<file path="config.mk">
export PLATFORM = sky130hd
export DESIGN_NAME = rgb_to_hsv_hsl_unit
export DESIGN_NICKNAME = d
export VERILOG_FILES = /design/src/rtl/rhh_pkg.sv /design/src/rtl/rhh_front.sv /design/src/rtl/rhh_cell.sv /design/src/rtl/rhh_back.sv /design/src/rtl/rgb_to_hsv_hsl_unit.sv
export SDC_FILE = /design/constraint.sdc
export NUM_CORES = 1
export LEC_CHECK = 0
export ABC_CLOCK_PERIOD_IN_PS = 12300
export BUFFER_PORTS_ARGS = -buffer_cell sky130_fd_sc_hd__clkbuf_2
export CAP_MARGIN = 20
export CELL_PAD_IN_SITES_DETAIL_PLACEMENT = 1
export CELL_PAD_IN_SITES_GLOBAL_PLACEMENT = 1
export CORE_AREA = 8 8 316 318
export DETAILED_ROUTE_END_ITERATION = 10
export DIE_AREA = 0 0 324 326
export HOLD_SLACK_MARGIN = 0.05
export PLACE_DENSITY = 0.76
export RECOVER_POWER = 25
export SYNTH_ARGS = -nofsm -noshare
export SYNTH_HDL_FRONTEND = slang
export SYNTH_SLANG_ARGS = --single-unit
</file>
<file path="constraint.sdc">
create_clock -name clk -period 12.3 [get_ports clk]
set_input_delay 1.845 -clock clk [delete_from_list [all_inputs] [get_ports clk]]
set_output_delay 1.845 -clock clk [all_outputs]
set_load 0.01 [all_outputs]
</file>
<file path="src/rtl/rhh_pkg.sv">
// ----------------------------------------------------------------------------
// rhh_pkg
// Shared constants and types for the RGB to HSV/HSL converter.
// ----------------------------------------------------------------------------
package rhh_pkg;

  // default channel width, in bits
  localparam int CHANNEL_BITS_DEF = 8;

  // hue quotient never exceeds one sixth of a turn (3840), so 12 bits
  localparam int HQ_W = 12;

  // hue scale, 1/64 degree units
  localparam logic [HQ_W-1:0] HUE_SIXTH  = 12'd3840;
  localparam logic [14:0]     HUE_OFF_R  = 15'd0;
  localparam logic [14:0]     HUE_OFF_G  = 15'd7680;
  localparam logic [14:0]     HUE_OFF_B  = 15'd15360;
  localparam logic [14:0]     HUE_TURN   = 15'd23040;

  // output mode
  localparam logic MODE_HSV = 1'b0;
  localparam logic MODE_HSL = 1'b1;

  // sideband that rides along the divider chain
  typedef struct packed {
    logic        grey;    // max equals min
    logic        neg;     // hue difference is negative
    logic [14:0] hoff;    // sector offset
    logic [7:0]  bright;  // value or lightness
  } side_t;

endpackage

</file>
<file path="src/rtl/rhh_front.sv">
// ----------------------------------------------------------------------------
// rhh_front
// Input stage: max/min, sector, divider operands and brightness, registered.
// ----------------------------------------------------------------------------
module rhh_front #(
  parameter int CW = rhh_pkg::CHANNEL_BITS_DEF
) (
  input  logic                clk,
  input  logic                rst_n,
  input  logic                mode,
  input  logic                in_valid,
  output logic                in_ready,
  input  logic [7:0]          in_red,
  input  logic [7:0]          in_green,
  input  logic [7:0]          in_blue,
  output logic                v_o,
  input  logic                rdy_i,
  output logic [CW+11:0]      hnum_o,
  output logic [CW-1:0]       hden_o,
  output logic [2*CW:0]       snum_o,
  output logic [CW:0]         sden_o,
  output rhh_pkg::side_t      side_o
);
  import rhh_pkg::*;

  localparam logic [CW-1:0] FULL = '1;

  logic [CW+7:0]  rx, gx, bx;
  logic [CW-1:0]  r, g, b, mx, mn, dp, dm, dmag, rng, bv;
  logic [CW:0]    sum, den;
  logic [CW+1:0]  bsum;
  logic [CW+7:0]  bx8;
  logic [CW+11:0] hnum;
  logic [2*CW:0]  snum;
  logic           neg, en;
  side_t          side;

  logic           v_r;
  logic [CW+11:0] hnum_r;
  logic [CW-1:0]  hden_r;
  logic [2*CW:0]  snum_r;
  logic [CW:0]    sden_r;
  side_t          side_r;

  // take the low channel bits
  assign rx = {{CW{1'b0}}, in_red};
  assign gx = {{CW{1'b0}}, in_green};
  assign bx = {{CW{1'b0}}, in_blue};
  assign r  = rx[CW-1:0];
  assign g  = gx[CW-1:0];
  assign b  = bx[CW-1:0];

  // sector select, ties favour red then green
  always_comb begin
    side.hoff = HUE_OFF_R;
    priority if ((r >= g) && (r >= b)) begin
      mx = r; mn = (g < b) ? g : b; dp = g; dm = b;
    end else if (g >= b) begin
      mx = g; mn = (r < b) ? r : b; dp = b; dm = r;
      side.hoff = HUE_OFF_G;
    end else begin
      mx = b; mn = (r < g) ? r : g; dp = r; dm = g;
      side.hoff = HUE_OFF_B;
    end
    neg  = dp < dm;
    dmag = neg ? (dm - dp) : (dp - dm);
    if (neg && (side.hoff == HUE_OFF_R)) begin
      side.hoff = HUE_TURN;
    end
  end

  assign rng  = mx - mn;
  assign sum  = {1'b0, mx} + {1'b0, mn};
  assign hnum = (CW+12)'(dmag) * (CW+12)'(HUE_SIXTH);

  // saturation divisor per mode
  always_comb begin
    if (mode == MODE_HSV) begin
      den = {1'b0, mx};
    end else if (sum <= {1'b0, FULL}) begin
      den = sum;
    end else begin
      den = {FULL, 1'b0} - sum;
    end
  end

  // range*FULL plus half divisor for rounding
  assign snum = (2*CW+1)'({rng, {CW{1'b0}}}) - (2*CW+1)'(rng) + (2*CW+1)'(den >> 1);

  // brightness
  assign bsum = {1'b0, sum} + (CW+2)'(1);
  assign bv   = (mode == MODE_HSV) ? mx : bsum[CW:1];
  assign bx8  = {8'b0, bv};

  assign side.grey   = (rng == '0);
  assign side.neg    = neg;
  assign side.bright = bx8[7:0];

  // elastic stage
  assign en       = !v_r || rdy_i;
  assign in_ready = en;

  always_ff @(posedge clk) begin
    if (!rst_n) begin
      v_r <= 1'b0;
    end else if (en) begin
      v_r <= in_valid;
    end
  end

  always_ff @(posedge clk) begin
    if (en && in_valid) begin
      hnum_r <= hnum;
      hden_r <= rng;
      snum_r <= snum;
      sden_r <= den;
      side_r <= side;
    end
  end

  assign v_o    = v_r;
  assign hnum_o = hnum_r;
  assign hden_o = hden_r;
  assign snum_o = snum_r;
  assign sden_o = sden_r;
  assign side_o = side_r;

endmodule

</file>
<file path="src/rtl/rhh_cell.sv">
// ----------------------------------------------------------------------------
// rhh_cell
// One restoring division step for both the hue and the saturation quotient.
// ----------------------------------------------------------------------------
module rhh_cell #(
  parameter int CW = rhh_pkg::CHANNEL_BITS_DEF,
  parameter int L  = 12,
  parameter int K  = 0
) (
  input  logic            clk,
  input  logic            rst_n,
  input  logic            v_i,
  output logic            rdy_o,
  input  logic [CW+11:0]  hnum_i,
  input  logic [CW-1:0]   hden_i,
  input  logic [L-1:0]    hq_i,
  input  logic [2*CW:0]   snum_i,
  input  logic [CW:0]     sden_i,
  input  logic [L-1:0]    sq_i,
  input  rhh_pkg::side_t  side_i,
  output logic            v_o,
  input  logic            rdy_i,
  output logic [CW+11:0]  hnum_o,
  output logic [CW-1:0]   hden_o,
  output logic [L-1:0]    hq_o,
  output logic [2*CW:0]   snum_o,
  output logic [CW:0]     sden_o,
  output logic [L-1:0]    sq_o,
  output rhh_pkg::side_t  side_o
);
  import rhh_pkg::*;

  localparam int HW = ((CW + 12) > (CW + L)) ? (CW + 12) : (CW + L);
  localparam int SW = ((2*CW + 1) > (CW + 1 + L)) ? (2*CW + 1) : (CW + 1 + L);

  logic [HW-1:0] hsh, hdif;
  logic [SW-1:0] ssh, sdif;
  logic          hge, sge, en;
  logic [L-1:0]  hq, sq;

  logic            v_r;
  logic [CW+11:0]  hnum_r;
  logic [CW-1:0]   hden_r;
  logic [L-1:0]    hq_r;
  logic [2*CW:0]   snum_r;
  logic [CW:0]     sden_r;
  logic [L-1:0]    sq_r;
  side_t           side_r;

  // trial subtract of divisor shifted to this bit
  always_comb begin
    hsh  = HW'(hden_i) << K;
    hge  = HW'(hnum_i) >= hsh;
    hdif = HW'(hnum_i) - hsh;
    ssh  = SW'(sden_i) << K;
    sge  = SW'(snum_i) >= ssh;
    sdif = SW'(snum_i) - ssh;
    hq   = hq_i;
    sq   = sq_i;
    hq[K] = hge;
    sq[K] = sge;
  end

  assign en    = !v_r || rdy_i;
  assign rdy_o = en;

  always_ff @(posedge clk) begin
    if (!rst_n) begin
      v_r <= 1'b0;
    end else if (en) begin
      v_r <= v_i;
    end
  end

  always_ff @(posedge clk) begin
    if (en && v_i) begin
      hnum_r <= hge ? (CW+12)'(hdif) : hnum_i;
      snum_r <= sge ? (2*CW+1)'(sdif) : snum_i;
      hden_r <= hden_i;
      sden_r <= sden_i;
      hq_r   <= hq;
      sq_r   <= sq;
      side_r <= side_i;
    end
  end

  assign v_o    = v_r;
  assign hnum_o = hnum_r;
  assign hden_o = hden_r;
  assign hq_o   = hq_r;
  assign snum_o = snum_r;
  assign sden_o = sden_r;
  assign sq_o   = sq_r;
  assign side_o = side_r;

endmodule

</file>
<file path="src/rtl/rhh_back.sv">
// ----------------------------------------------------------------------------
// rhh_back
// Output register: sector fix-up of the hue, grey override, result word.
// ----------------------------------------------------------------------------
module rhh_back #(
  parameter int L = 12
) (
  input  logic            clk,
  input  logic            rst_n,
  input  logic            v_i,
  output logic            rdy_o,
  input  logic [L-1:0]    hq_i,
  input  logic [L-1:0]    sq_i,
  input  rhh_pkg::side_t  side_i,
  output logic            out_valid,
  input  logic            out_ready,
  output logic [14:0]     out_hue,
  output logic [7:0]      out_saturation,
  output logic [7:0]      out_brightness
);
  import rhh_pkg::*;

  logic [14:0] q15, hsum, hue;
  logic [7:0]  sat;
  logic        en;

  logic        v_r;
  logic [14:0] hue_r;
  logic [7:0]  sat_r, bright_r;

  // apply sector offset, wrap a full turn to zero
  always_comb begin
    q15  = 15'(hq_i[HQ_W-1:0]);
    hsum = side_i.neg ? (side_i.hoff - q15) : (side_i.hoff + q15);
    hue  = (hsum >= HUE_TURN) ? (hsum - HUE_TURN) : hsum;
    sat  = sq_i[7:0];
    if (side_i.grey) begin
      hue = '0;
      sat = '0;
    end
  end

  assign en    = !v_r || out_ready;
  assign rdy_o = en;

  always_ff @(posedge clk) begin
    if (!rst_n) begin
      v_r <= 1'b0;
    end else if (en) begin
      v_r <= v_i;
    end
  end

  always_ff @(posedge clk) begin
    if (en && v_i) begin
      hue_r    <= hue;
      sat_r    <= sat;
      bright_r <= side_i.bright;
    end
  end

  assign out_valid      = v_r;
  assign out_hue        = hue_r;
  assign out_saturation = sat_r;
  assign out_brightness = bright_r;

endmodule

</file>
<file path="src/rtl/rgb_to_hsv_hsl_unit.sv">
// ----------------------------------------------------------------------------
// rgb_to_hsv_hsl_unit
// Per-pixel RGB to HSV/HSL conversion over a chain of divider cells.
// ----------------------------------------------------------------------------
// Usage:
//   Input channel in_valid/in_ready carries one pixel word (red, green, blue).
//   Output channel out_valid/out_ready carries one word (hue in 1/64 degree,
//   saturation, brightness) per pixel, in order.
//   cfg_we writes the mode bit (0 HSV, 1 HSL); write only while idle.
// Data path, L = max(12, CHANNEL_BITS): the front stage loads at the
//   accepting edge, then each word passes through L division cells (one
//   quotient bit each for the hue and the saturation divider) and the
//   output register.
// Throughput: one pixel per clock, sustained while out_ready stays high.
// Every stage is elastic: a stalled receiver holds the output word and the
//   empty stages behind it keep filling, so in_ready drops only once the
//   whole chain is full.
// Reset (rst_n low, synchronous) empties all stages and sets mode to HSV.
// ----------------------------------------------------------------------------
module rgb_to_hsv_hsl_unit #(
  parameter int CHANNEL_BITS = rhh_pkg::CHANNEL_BITS_DEF
) (
  input  logic        clk,
  input  logic        rst_n,
  input  logic        cfg_we,
  input  logic        cfg_wdata,
  input  logic        in_valid,
  output logic        in_ready,
  input  logic [7:0]  in_red,
  input  logic [7:0]  in_green,
  input  logic [7:0]  in_blue,
  output logic        out_valid,
  input  logic        out_ready,
  output logic [14:0] out_hue,
  output logic [7:0]  out_saturation,
  output logic [7:0]  out_brightness
);
  import rhh_pkg::*;

  localparam int CW = CHANNEL_BITS;
  localparam int L  = (CW > HQ_W) ? CW : HQ_W;

  logic mode_r;

  logic           v_w    [0:L];
  logic           rdy_w  [0:L];
  logic [CW+11:0] hnum_w [0:L];
  logic [CW-1:0]  hden_w [0:L];
  logic [L-1:0]   hq_w   [0:L];
  logic [2*CW:0]  snum_w [0:L];
  logic [CW:0]    sden_w [0:L];
  logic [L-1:0]   sq_w   [0:L];
  side_t          side_w [0:L];

  // mode register
  always_ff @(posedge clk) begin
    if (!rst_n) begin
      mode_r <= MODE_HSV;
    end else if (cfg_we) begin
      mode_r <= cfg_wdata;
    end
  end

  rhh_front #(.CW(CW)) u_front (
    .clk      (clk),
    .rst_n    (rst_n),
    .mode     (mode_r),
    .in_valid (in_valid),
    .in_ready (in_ready),
    .in_red   (in_red),
    .in_green (in_green),
    .in_blue  (in_blue),
    .v_o      (v_w[0]),
    .rdy_i    (rdy_w[0]),
    .hnum_o   (hnum_w[0]),
    .hden_o   (hden_w[0]),
    .snum_o   (snum_w[0]),
    .sden_o   (sden_w[0]),
    .side_o   (side_w[0])
  );

  assign hq_w[0] = '0;
  assign sq_w[0] = '0;

  // quotient bits, most significant first
  for (genvar i = 1; i <= L; i++) begin : g_cell
    rhh_cell #(.CW(CW), .L(L), .K(L - i)) u_cell (
      .clk    (clk),
      .rst_n  (rst_n),
      .v_i    (v_w[i-1]),
      .rdy_o  (rdy_w[i-1]),
      .hnum_i (hnum_w[i-1]),
      .hden_i (hden_w[i-1]),
      .hq_i   (hq_w[i-1]),
      .snum_i (snum_w[i-1]),
      .sden_i (sden_w[i-1]),
      .sq_i   (sq_w[i-1]),
      .side_i (side_w[i-1]),
      .v_o    (v_w[i]),
      .rdy_i  (rdy_w[i]),
      .hnum_o (hnum_w[i]),
      .hden_o (hden_w[i]),
      .hq_o   (hq_w[i]),
      .snum_o (snum_w[i]),
      .sden_o (sden_w[i]),
      .sq_o   (sq_w[i]),
      .side_o (side_w[i])
    );
  end

  rhh_back #(.L(L)) u_back (
    .clk            (clk),
    .rst_n          (rst_n),
    .v_i            (v_w[L]),
    .rdy_o          (rdy_w[L]),
    .hq_i           (hq_w[L]),
    .sq_i           (sq_w[L]),
    .side_i         (side_w[L]),
    .out_valid      (out_valid),
    .out_ready      (out_ready),
    .out_hue        (out_hue),
    .out_saturation (out_saturation),
    .out_brightness (out_brightness)
  );

endmodule

</file>
==> impl.org, run 1 <==
** Floorplanning
- Starting density of the core :: 48.6%
- Chip width :: 324 µm
- 63 I/O pins were placed.
- Die outline height :: 326 µm
- The die covers 106000 µm².
- Placeable core area :: 94400 µm²
- # rows :: 113

** Critical path
- Data required time at the worst endpoint :: 12.70 ns
- The cell that appears most often on the critical path is a21oi_1.
- Stage delay of the slowest cell on the critical path :: 0.57 ns
- On the critical path the largest part of the delay comes from compound AO/OA/AOI/OAI gates.
- Data arrival at the endpoint of the critical path :: 10.50 ns
- Crit path capture type :: flop
- STA classifies the critical path startpoint as an input port.
- On the critical path, the stage with the largest delay is an instance of a41oi_1.
- The worst setup path is of the input port to flop kind.
- Combined buffer and inverter count along the critical path :: 5
- Highest net fanout along the worst path :: 23

** STA
- The number of failing hold endpoints at the final stage is 0.
- Worst slew pin tran :: 1.08 ns
- On the final layout, the worst clock skew is 0.0367 ns.
- The routed design could run at a clock period as short as 10.10 ns.
- Max-slew violation count :: 0
- In this run the tightest slew margin relative to its limit is 27.8%.
- Worst hold slack after final layout :: 0.394 ns
- Final Cycle Share :: 82.1%
- Setup violations remaining at the end of the flow were counted as 0.
- RSZ-0062 raised after global routing :: no
- Derived from the worst setup path, the maximum achievable clock frequency is 0.0990 GHz.
- Setup TNS :: 0 ns

** Routing
- Summed over all layers, the routed wires come to 92.5 mm.
- In the final routed layout, each cell accounts on average for 18.2 µm.
- For this block, the initial DRC count from the detailed router was 1095.
- In this run the remaining antenna-violating nets after routing total 0.
- The first TritonRoute pass finished after 5 iterations.
- Vias :: 27200
- Vias per std cell :: 5.36
- DRC Markers :: 0

** Outcome
- Run status :: complete, no violations

** Cells and area
- Post-synthesis to final-layout area growth :: 11.3%
- The number of antenna diodes in the final layout is 0.
- Fraction of layout cells with a size suffix above 1 :: 9.07%
- Cells fill 54.1% of the core in the end.
- Number of nets in the finished design :: 4080

** Power and ir drop
- Of the total power, the share spent switching nets is 28.9%.
- Fraction of power consumed by sequential logic :: 42.3%
- Total net switching power :: 2660 µW
- VDD sags by at most 691 µV.
- The clock network burns 31.0% of the power.
- Internal power contribution :: 6530 µW
- Leakage power of the design :: 0.0191 µW
- Power per unit of standard cell area :: 180 nW/µm²
- Logic gate share of total power :: 26.7%

** Global route
- Largest net degree at the start of global routing :: 87
- Global-route wire length before repair :: 152 mm
- For this run the aggregate overflow at the end of global routing stands at 0.
- Number of global-route vias before repair :: 29700
- Global routing consumed, over all layers together, 17.5% of the routing resources.
- The initial antenna violation count came to 0.

** Job
- Max capacitance violation total :: 0

** Synth
- After synthesis, the mean cell area works out to 12.8 µm².
- EDFF count, synth :: 920
- Biggest area consumer among synthesized cells :: edfxtp_1
- Netlist Area Pre-Place :: 45900 µm²
- After synthesis the netlist holds a flip-flop and latch count of 935.
- Yosys attributes the largest share of cell area to edfxtp_1 60%, ha_1 7.7%, inv_1 3.3%.
- In this run the biggest area consumer among cell types represents 60.1% of the synthesized area.
- Counting flops with an async set or reset pin after synthesis yields a share of 0%.
- Synthesis produced a netlist with a net count of 3949.
- Synth top cells by count :: 920 x edfxtp_1, 401 x inv_1, 284 x ha_1, 260 x nor2_1, 196 x a21oi_1
- Ys flop type :: edfxtp_1
- Most frequent cell after synthesis :: edfxtp_1
- Mapped Cells :: 3595
- Proportion of synthesized chip area in sequential cells :: 60.8%
- Yosys warnings :: 0
- Number of library cell types mapped by synthesis :: 88

** Placement
- Routability congestion estimate :: 0.839
- Port buffering added 62 buffers.
- Half-perimeter wire length after detailed placement :: 69.9 mm

** Clock tree
- Root Driver :: clkbuf_16
- In this run the post-CTS setup repair buffer count came out at 0.
- At the later pin of the worst-skew pair, clock insertion delay measures 0.66 ns.
- In this run the deepest clock path goes through 3 buffers.
- TritonCTS built the clock tree.
- Total clock buffers created by CTS :: 96
- In this run the number of H-tree levels came out at 3.
- Gates resized, CTS repair :: 0
- In this run, post-CTS hold repair placed 0 buffers.
- Clock transition at path regs :: 0.06 ns
- Count of clock tree sinks :: 935

** Worst hold path
- The tightest min-delay check is of the flop to flop type.
[final cells by class]
type / count / area, µm²
multi-input cells: 2201 / 16400
flip-flops and latches: 935 / 27900
clock buffers: 125 / 2550
well taps: 1265 / 1580
fillers: 9619 / 43300
clock inverters: 50 / 561
repair buffers: 90 / 544
inverters: 402 / 1510
[worst reg2reg max path: stages (launching register included)]
cell	delay [ns]
edfxtp_1	0.52
inv_1	0.21
ha_1	0.33
nand2b_1	0.26
nor3_1	0.25
nor2_1	0.09
xnor2_1	0.22
ha_1	0.30
a21o_1	0.19
a21o_1	0.24
o21a_1	0.20
o21ai_0	0.25
a22oi_2	0.14
xnor2_1	0.24
or3b_1	0.43
or4b_1	0.47
nand3_1	0.12
[state kept, by name (all words and copies together) (netlist names)]
signal,cells
g_cell.u_cell.snum_o,187
g_cell.u_cell.side_o,180
g_cell.u_cell.hnum_o,160
g_cell.u_cell.sden_o,99
g_cell.u_cell.hden_o,88
g_cell.u_cell.hq_o,78
g_cell.u_cell.sq_o,36
u_front.snum_o,17
u_back.out_hue,15
u_front.side_o,15
g_cell.u_cell.v_o,12
u_front.hnum_o,12
u_front.sden_o,9
u_back.out_brightness,8
u_back.out_saturation,8
u_front.hden_o,8
mode_r,1
u_back.out_valid,1
u_front.v_o,1
[placed cells by master (no fill, tap or decap), types with 10 or more instances in the layout]
cell type and instances:
or4_1 16, o211ai_1 11, nor2b_1 79, o21bai_1 21
nand2b_1 54, or2_2 14, fa_1 40, xor2_1 91
nor4b_1 15, and3_1 13, o21ai_0 163, clkinv_1 18
inv_1 401, nor4_1 35, nor2_1 260, nand4_1 40
nand2_1 157, mux2_2 73, and2_1 10, or3_1 20
a21o_1 55, edfxtp_1 920, clkinv_2 14, a21boi_0 49
clkbuf_2 62, xnor2_1 145, a21oi_1 196, ha_1 284
dfxtp_1 15, o31ai_1 23, clkbuf_1 26, o21a_1 38
nor3_1 71, clkbuf_16 97, nand3_1 45, buf_4 26
mux2i_1 43, a211oi_1 10
[path summary, 6_finish.rpt]
| kind | from | to | slack [ns] | depth (start not counted) |
|---|---|---|---|---|
| worst max-delay path | in_blue[5] | u_front.snum_o[14]$_DFFE_PP_ | 2.20 | 38 |
| worst min-delay path | g_cell[11].u_cell.side_o[22]$_DFFE_PP_ | g_cell[12].u_cell.side_o[22]$_DFFE_PP_ | 0.39 | 0 |
| worst max register to register | g_cell[12].u_cell.hq_o[0]$_DFFE_PP_ | u_back.out_hue[12]$_SDFFCE_PP0P_ | 7.73 | 16 |
| worst min register to register | g_cell[11].u_cell.side_o[22]$_DFFE_PP_ | g_cell[12].u_cell.side_o[22]$_DFFE_PP_ | 0.39 | 0 |
[logic make-up (layout without fill, tap and decap cells)]
family / Yosys count / after routing / share of synthesized area, %
flip-flops: 935 / 935 / 60.8
AND/OR/NAND/NOR: 869 / 869 / 9.59
AO/OA/AOI/OAI: 653 / 653 / 9.00
buffers and inverters: 459 / 667 / 3.79
adder cells (fa/ha/maj): 324 / 324 / 9.48
XOR/XNOR: 237 / 237 / 4.56
multiplexers: 118 / 118 / 2.78
[per-stage QoR]
stage / area (µm²) / total power, µW / cells / setup slack, ns
floorplan: 45900 / 5820 / 3595 / 3.31
global placement: 48000 / 6320 / 4891 / 1.91
detailed placement: 48000 / 6430 / 4892 / 1.62
CTS: 51100 / 9310 / 5067 / 2.30
global route: 51100 / 9720 / 5068 / 1.52
finish: 51100 / 9190 / 5068 / 2.20
[metal layers]
layer / global-route usage (%) / part of all wire [%] / wire, µm
met1: 19.2 / 40 / 36600
met2: 34.4 / 55 / 50700
met3: 2.19 / 2.6 / 2380
met4: 5.72 / 3.0 / 2810
met5: 0 / 0 / 0
[power groups by stage]
stage | registers (µW) | logic (µW) | clock network, µW
floorplan | 3910 | 1910 | 0
global placement | 3950 | 2370 | 0
detailed placement | 3960 | 2470 | 0
CTS | 3890 | 2490 | 2930
global route | 3900 | 2790 | 3030
finish | 3890 | 2450 | 2850
No activity file was read; power rests on OpenSTA's default activity.
==> run 2: changes to the inputs <==
--- a/config.mk
+++ b/config.mk
@@ -5,16 +5,16 @@
 export SDC_FILE = /design/constraint.sdc
 export NUM_CORES = 1
 export LEC_CHECK = 0
-export ABC_CLOCK_PERIOD_IN_PS = 12300
+export ABC_CLOCK_PERIOD_IN_PS = 8180
 export BUFFER_PORTS_ARGS = -buffer_cell sky130_fd_sc_hd__clkbuf_2
 export CAP_MARGIN = 20
 export CELL_PAD_IN_SITES_DETAIL_PLACEMENT = 1
 export CELL_PAD_IN_SITES_GLOBAL_PLACEMENT = 1
-export CORE_AREA = 8 8 316 318
+export CORE_AREA = 8 8 319 321
 export DETAILED_ROUTE_END_ITERATION = 10
-export DIE_AREA = 0 0 324 326
+export DIE_AREA = 0 0 327 329
 export HOLD_SLACK_MARGIN = 0.05
-export PLACE_DENSITY = 0.76
+export PLACE_DENSITY = 0.77
 export RECOVER_POWER = 25
 export SYNTH_ARGS = -nofsm -noshare
 export SYNTH_HDL_FRONTEND = slang
==> constraint.sdc (replaced) <==
create_clock -name clk -period 8.18 [get_ports clk]
set_input_delay 1.227 -clock clk [delete_from_list [all_inputs] [get_ports clk]]
set_output_delay 1.227 -clock clk [all_outputs]
set_load 0.01 [all_outputs]
==> run 2 against run 1 <==
Register-to-register slack got worse by 4.0 ns. Utilization shrank 0.92 points. Highest routed layer unchanged. Largest cell class unchanged. Routed wire length rose by 9.0%. Clock-buffer cell count fell by 3. Global-route usage is 1.1 points higher.
==> impl.org, run 2 (synthesized netlist as in run 1, its figures left out) <==
** Cells and area
- The share of layout cells above drive strength 1 came to 10.5% (was 9.07%).
- The number of standard cells in the final layout excluding fillers came to 5141 (was 5068).
- The leading cell type in the layout, fill and taps excluded was edfxtp_1 (unchanged).
- Post-synthesis to final-layout area growth :: 12.5% (was 11.3%)
- The flip-flop count of the largest register after layout came to 187 (unchanged).
- Post-route cell area :: 51700 µm² (was 51100 µm²)
- Number of nets in the finished design :: 4126 (was 4080)
- Most frequent cells in the layout :: 920 x edfxtp_1, 401 x inv_1, 284 x ha_1, 259 x nor2_1, 195 x a21oi_1 (was 920 x edfxtp_1, 401 x inv_1, 284 x ha_1, 260 x nor2_1, 196 x a21oi_1)
- The number of diodes added for antenna fixing came to 0 (unchanged).

** STA
- Based on the critical path, the design can be clocked at up to 0.130 GHz.
- The worst slew slack as a fraction of its limit was 32.2% (was 27.8%).
- The number of failing hold endpoints at the final stage is 0 (unchanged).
- The number of setup violations in the final report came to 0 (unchanged).
- The setup TNS was 0 ns (unchanged).
- The clock skew after layout is 0.0250 ns (was 0.0367 ns).
- RSZ-0062 raised after global routing :: no (unchanged)
- Crit path time final :: 7.67 ns
- Worst slew pin tran :: 1.01 ns (was 1.08 ns)
- The max-slew violation total from the final report is 0 (unchanged).
- Final Cycle Share :: 93.7%

** Critical path
- Startpoint kind of the worst setup timing path :: input port (unchanged)
- Category of cells accounting for the largest share of critical-path delay :: compound AO/OA/AOI/OAI gates (unchanged)
- Critical setup path kind :: input port to flop (unchanged)
- Combined buffer and inverter count along the critical path :: 4 (was 5)
- Data required time at the worst endpoint :: 8.66 ns (was 12.70 ns)
- The top fanout value on the critical path was 15 (was 23).
- Crit path capture type :: flop (unchanged)
- The cell with the largest stage delay on the worst path is fa_1 (was a41oi_1).
- The endpoint arrival time on the critical path came to 8.15 ns (was 10.50 ns).
- The critical path's largest stage delay was 0.40 ns (was 0.57 ns).

** Clock tree
- Number of H-tree levels :: 3 (unchanged)
- The TritonCTS clock tree is built (unchanged).
- Clk Latency, worst-skew pair :: 0.67 ns (was 0.66 ns)
- The count of hold buffers inserted by post-cts repair is 0 (unchanged).
- Total clock buffers created by CTS :: 98 (was 96)
- Count of clock tree sinks :: 935 (unchanged)
- The buffer levels on the longest clock path is 3 (unchanged).
- Root Driver :: clkbuf_16 (unchanged)
- The CTS clock-pin slew for the worst setup and hold paths is 0.06 ns (about the same).

** Routing
- Vias :: 27800 (was 27200)
- The detailed-route wire length was 101 mm (was 92.5 mm).
- Violation count after the first detailed-route iteration :: 1610 (was 1095)
- The number of iterations in the first detailed-routing pass was 5 (unchanged).
- The detailed-route wire length per cell was 19.6 µm (was 18.2 µm).
- Final antenna-violating net count :: 0 (unchanged)
- The DRC violation count after routing was 0 (unchanged).
- The routed via count divided by cell count is 5.41 (was 5.36).

** Job
- Max capacitance violation total :: 0 (unchanged)

** Worst hold path
- Hold Path Class :: flop to flop (unchanged)

** Global route
- Overflow after GRT :: 0 (unchanged)
- Antenna violations before repair :: 0 (unchanged)
- The first-pass GRT wire length came to 163 mm (was 152 mm).
- The maximum number of pins on one net before global-route repair came to 72 (was 87).
- Global routing usage summed across all routing layers :: 18.6% (was 17.5%)
- The number of global-route vias before repair was 30200 (was 29700).

** Power and ir drop
- The largest vdd supply drop is 1070 µV (was 691 µV).
- The static leakage power was 0.0194 µW (was 0.0191 µW).
- The overall power after layout was 14200 µW (was 9190 µW).
- The power per standard cell area was 275 nW/µm² (was 180 nW/µm²).

** Placement
- The number of input and output port buffers inserted is 62 (unchanged).
- Routability congestion estimate :: 0.877 (was 0.839)
- The sum of net half-perimeters after detailed placement was 75.2 mm (was 69.9 mm).
- Total placed cells including tap cells :: 4955 (was 4892)
- The placed cell area was 48300 µm² (was 48000 µm²).

** Floorplanning
- Die outline height :: 329 µm (was 326 µm)
- The horizontal die dimension is 327 µm (was 324 µm).
- Placeable core area :: 97100 µm² (was 94400 µm²)
- # rows :: 115 (was 113)
- The I/O pin count is 63 (unchanged).
- The area enclosed by the die boundary came to 108000 µm² (was 106000 µm²).
- The initial cell density of the core came to 47.3% (was 48.6%).

** Outcome
- Run status: complete, no violations (unchanged).
==> run 2: cell types whose count changed in the layout (fill, tap and decap cells not counted), sizes merged <==
cell,delta
clkinvlp,+1
clkbuf,-3
buf,+44
inv,-2
bufinv,+4
clkinv,+7
==> run 2: area by class of cell <==
cell class | count | area [µm²]
Clock buffer | 122 | 2580
Inverter | 402 | 1510
Timing Repair Buffer | 134 | 880
Fill cell | 9851 | 45500
Sequential cell | 935 | 27900
Tap cell | 1287 | 1610
Multi-Input combinational cell | 2201 | 16500
Clock inverter | 60 | 679
==> run 2: repair_timing <==
| action | in CTS | in global routing |
|---|---|---|
| setup buffers | 0 | 1 |
| hold endpoints to repair | 0 | 0 |
| setup endpoints to repair | 0 | 8 |
| gates resized for setup | 0 | 9 |
==> run 2: path summary, 6_finish.rpt <==
kind | slack [ns] | to | depth (start not counted) | startpoint
worst max register to register | 3.73 | u_back.out_hue[12]$_SDFFCE_PP0P_ | 16 | g_cell[12].u_cell.hq_o[0]$_DFFE_PP_
worst min-delay path | 0.40 | g_cell[4].u_cell.side_o[6]$_DFFE_PP_ | 0 | g_cell[3].u_cell.side_o[6]$_DFFE_PP_
worst max-delay path | 0.51 | u_front.snum_o[16]$_DFFE_PP_ | 35 | in_green[1]
worst min register to register | 0.40 | g_cell[4].u_cell.side_o[6]$_DFFE_PP_ | 0 | g_cell[3].u_cell.side_o[6]$_DFFE_PP_
==> run 2: stage by stage <==
stage / hold WS, ns / util (%) / setup slack (ns)
floorplan: 0.400 / - / 0.0116
global placement: 0.400 / 49.8 / -0.0249
detailed placement: 0.405 / 49.8 / -0.458
CTS: 0.397 / 53.1 / 0.239
global route: 0.408 / 53.2 / 0.0610
finish: 0.403 / 53.2 / 0.514
==> run 2: where the power goes <==
part / leakage [µW] / internal, µW / switching (µW)
Clock: 0.00159 / 2660 / 1830
Sequential: 0.00832 / 5710 / 135
Combinational: 0.00949 / 1740 / 2150
==> run 2: worst reg2reg max path, cell delays in order, from the launching register on <==
cell and delay, ns:
edfxtp_1 0.52, inv_1 0.19, ha_1 0.35, nand2b_1 0.28, nor3_1 0.21, nor2_1 0.08, xnor2_1 0.21, ha_1 0.30
a21o_1 0.19, a21o_1 0.24, o21a_1 0.19, o21ai_0 0.18, a22oi_2 0.11, xnor2_1 0.24, or3b_1 0.44, or4b_1 0.47
nand3_1 0.09
==> run 2: layer usage <==
layer  wire length, µm  GRT usage, %  vias to the layer above
met5                 0             0                        -
met4              2830          6.20                        0
met3              2720          2.24                      160
met2             55400          36.5                      435
met1             39900          20.7                    13800
li1                  -             -                    13400
==> run 3: changes to the inputs <==
--- a/config.mk
+++ b/config.mk
@@ -6,7 +6,7 @@
 export NUM_CORES = 1
 export LEC_CHECK = 0
 export ABC_CLOCK_PERIOD_IN_PS = 8180
-export BUFFER_PORTS_ARGS = -buffer_cell sky130_fd_sc_hd__clkbuf_2
+export BUFFER_PORTS_ARGS = -buffer_cell sky130_fd_sc_hd__buf_2
 export CAP_MARGIN = 20
 export CELL_PAD_IN_SITES_DETAIL_PLACEMENT = 1
 export CELL_PAD_IN_SITES_GLOBAL_PLACEMENT = 1
==> run 3 against run 2 <==
Cell count rose by 0.14%. Fmax rose by 1.6%. Clock-buffer cell count shrank 2. Clock power increased by 3%. Worst hold slack better by 0.0065 ns. Clock skew fell by 0.0011 ns.
==> impl.org, run 3 (synthesized netlist as in run 1, its figures left out) <==
** Outcome
- Run status: complete, no violations (unchanged).

** Floorplanning
- Chip width :: 327 µm (unchanged)
- # rows :: 115 (unchanged)
- The initial cell density of the core was 47.3% (unchanged).
- Placeable core area :: 97100 µm² (unchanged)
- The vertical extent of the die is 329 µm (unchanged).
- Boundary pin count :: 63 (unchanged)
- Overall die area :: 108000 µm² (unchanged)

** Cells and area
- The layout filler cell count came to 9813 (was 9851).
- The share of layout cells above drive strength 1 was 10.7% (was 10.5%).
- Leading cell type in the layout, fill and taps excluded :: edfxtp_1 (unchanged)
- Antenna Diode Count :: 0 (unchanged)
- Fraction of the core area covered by cells at the end of the flow :: 53.3% (was 53.2%)
- The flip-flop count of the largest register after layout is 187 (unchanged).
- The final-stage net count came to 4134 (was 4126).
- Most frequent cells in the layout: 920 x edfxtp_1, 401 x inv_1, 284 x ha_1, 259 x nor2_1, 196 x a21oi_1 (was 920 x edfxtp_1, 401 x inv_1, 284 x ha_1, 259 x nor2_1, 195 x a21oi_1).
- Post-synthesis to final-layout area growth :: 12.8% (was 12.5%)

** Placement
- The final weighted congestion in routability-driven placement is 0.863 (was 0.877).
- Pre-CTS setup slack :: -0.325 ns (was -0.458 ns)
- Half-perimeter wire length after detailed placement :: 76.6 mm (was 75.2 mm)
- Number of input and output port buffers inserted :: 62 (unchanged)

** Clock tree
- Root Driver :: clkbuf_16 (unchanged)
- The count of hold buffers inserted by post-cts repair is 0 (unchanged).
- The TritonCTS clock tree was built (unchanged).
- The count of cells resized by post-cts repair is 0 (unchanged).
- The clock sink count came to 935 (unchanged).
- Clock transition at path regs :: 0.06 ns (about the same)
- Clk Latency, worst-skew pair :: 0.68 ns (was 0.67 ns)
- The buffer levels on the longest clock path was 3 (unchanged).
- The clock buffer count from CTS came to 97 (was 98).
- Number of H-tree levels :: 3 (unchanged)
- The number of buffers added for setup after CTS is 0 (unchanged).

** Global route
- Global-route wire length before repair :: 164 mm (was 163 mm)
- Number of global-route vias before repair :: 30600 (was 30200)
- The global routing usage summed across all routing layers came to 18.8% (was 18.6%).
- Antenna violations before repair :: 0 (unchanged)
- Overflow after GRT :: 0 (unchanged)
- Largest net degree at the start of global routing :: 78 (was 72)

** Routing
- WL met3 :: 3.04 mm (was 2.72 mm)
- The highest routing layer actually used is met4 (unchanged).
- Violation count after the first detailed-route iteration :: 1393 (was 1610)
- Vias per std cell :: 5.42 (was 5.41)
- The DRC violation count after routing came to 0 (unchanged).
- The detailed-routing wirelength on met1 was 39.8 mm (was 39.9 mm).
- The count of nets left with antenna violations after detail routing was 0 (unchanged).
- The routed via count was 27900 (was 27800).
- The detailed-route wire length came to 102 mm (was 101 mm).
- Router iterations before antenna repair :: 5 (unchanged)
- Routed wl met2 :: 55.7 mm (was 55.4 mm)
- Average wire length per cell after detail routing :: 19.8 µm (was 19.6 µm)

** STA
- The final worst slack came to 0.634 ns (was 0.514 ns).
- Peak clock frequency supported by timing :: 0.133 GHz (was 0.130 GHz)
- Fin Clk Skew :: 0.0240 ns (was 0.0250 ns)
- Final Cycle Share :: 92.3% (was 93.7%)
- Max-slew violation count :: 0 (unchanged)
- The clock period minus final worst setup slack is 7.55 ns (was 7.67 ns).
- RSZ-0062 raised after global routing: no (unchanged).
- Setup TNS :: 0 ns (unchanged)
- The number of failing hold endpoints at the final stage came to 0 (unchanged).
- The worst slew slack as a fraction of its limit came to 26.5% (was 32.2%).
- Worst slew pin tran :: 1.10 ns (was 1.01 ns)
- The number of setup violations in the final report is 0 (unchanged).

** Critical path
- Category of cells accounting for the largest share of critical-path delay :: compound AO/OA/AOI/OAI gates (unchanged)
- CP Depth :: 36 (was 35)
- Worst-case register-to-register setup slack :: 3.75 ns (was 3.73 ns)
- CP max-delay cell :: fa_1 (unchanged)
- Combined buffer and inverter count along the critical path :: 7 (was 4)
- Stage delay of the slowest cell on the critical path :: 0.55 ns (was 0.40 ns)
- Critical setup path kind :: input port to flop (unchanged)
- Data arrival at the endpoint of the critical path :: 7.97 ns (was 8.15 ns)
- Highest net fanout along the worst path :: 20 (was 15)
- The logic depth of the worst register-to-register path came to 16 (unchanged).
- Startpoint kind of the worst setup timing path :: input port (unchanged)
- Data required time at the worst endpoint :: 8.61 ns (was 8.66 ns)
- The element type at the critical path end was a flop (unchanged).

** Job
- Max capacitance violation total :: 0 (unchanged)

** Power and ir drop
- Worst voltage drop across the vdd grid :: 1290 µV (was 1070 µV)
- Leakage power of the design :: 0.0194 µW (about the same)
- Power per unit of standard cell area :: 278 nW/µm² (was 275 nW/µm²)

** Worst hold path
- The class of the tightest hold or removal check was flop to flop (unchanged).
- Hold path cells :: 0 (unchanged)
run 3: power breakdown:
group	switching, µW	leakage (µW)	internal (µW)	total [µW]
combinational	2150	0.00951	1790	3930
sequential	141	0.00832	5710	5850
clock	1880	0.00161	2740	4610
run 3: layout make-up:
class | count | area (µm²) | share of cell area [%]
timing repair buffer | 143 | 955 | 1.84
tap | 1287 | 1610 | 3.11
multi-input combinational | 2201 | 16500 | 31.8
inverter | 402 | 1510 | 2.91
clock buffer | 120 | 2540 | 4.91
sequential | 935 | 27900 | 53.9
clock inverter | 60 | 792 | 1.53
run 3: through the flow:
stage,instances,instance area (µm²),power (µW),hold slack [ns]
6_report,5148,51800,14400,0.410
5_1_grt,5148,51800,15200,0.419
4_1_cts,5144,51700,14600,0.402
3_5_place_dp,4964,48400,9880,0.406
3_3_place_gp,4964,48400,9670,0.401
2_1_floorplan,3595,46000,8760,0.400
run 3: routing by layer:
metal | global-route usage (%) | up-vias
met1 | 20.7 | 13900
met5 | 0 | -
met4 | 6.62 | 0
met2 | 36.8 | 401
li1 | - | 13400
met3 | 2.38 | 189
run 3: worst register-to-register path: stages, from the launching register on:
cell and delay [ns]:
edfxtp_1 0.55, inv_1 0.21, ha_1 0.33, nand2b_1 0.27, nor3_1 0.22, nor2_1 0.08, xnor2_1 0.17, ha_1 0.33
a21o_1 0.19, a21o_1 0.24, o21a_1 0.19, o21ai_0 0.19, a22oi_2 0.11, xnor2_1 0.22, or3b_1 0.42, or4b_1 0.47
nand3_1 0.11
run 3: final timing paths:
path	from	endpoint
worst min-delay path	g_cell[3].u_cell.side_o[3]$_DFFE_PP_	g_cell[4].u_cell.side_o[3]$_DFFE_PP_
worst min register to register	g_cell[3].u_cell.side_o[3]$_DFFE_PP_	g_cell[4].u_cell.side_o[3]$_DFFE_PP_
worst max register to register	g_cell[12].u_cell.hq_o[0]$_DFFE_PP_	u_back.out_hue[12]$_SDFFCE_PP0P_
worst max-delay path	in_blue[1]	u_front.hnum_o[19]$_DFFE_PP_
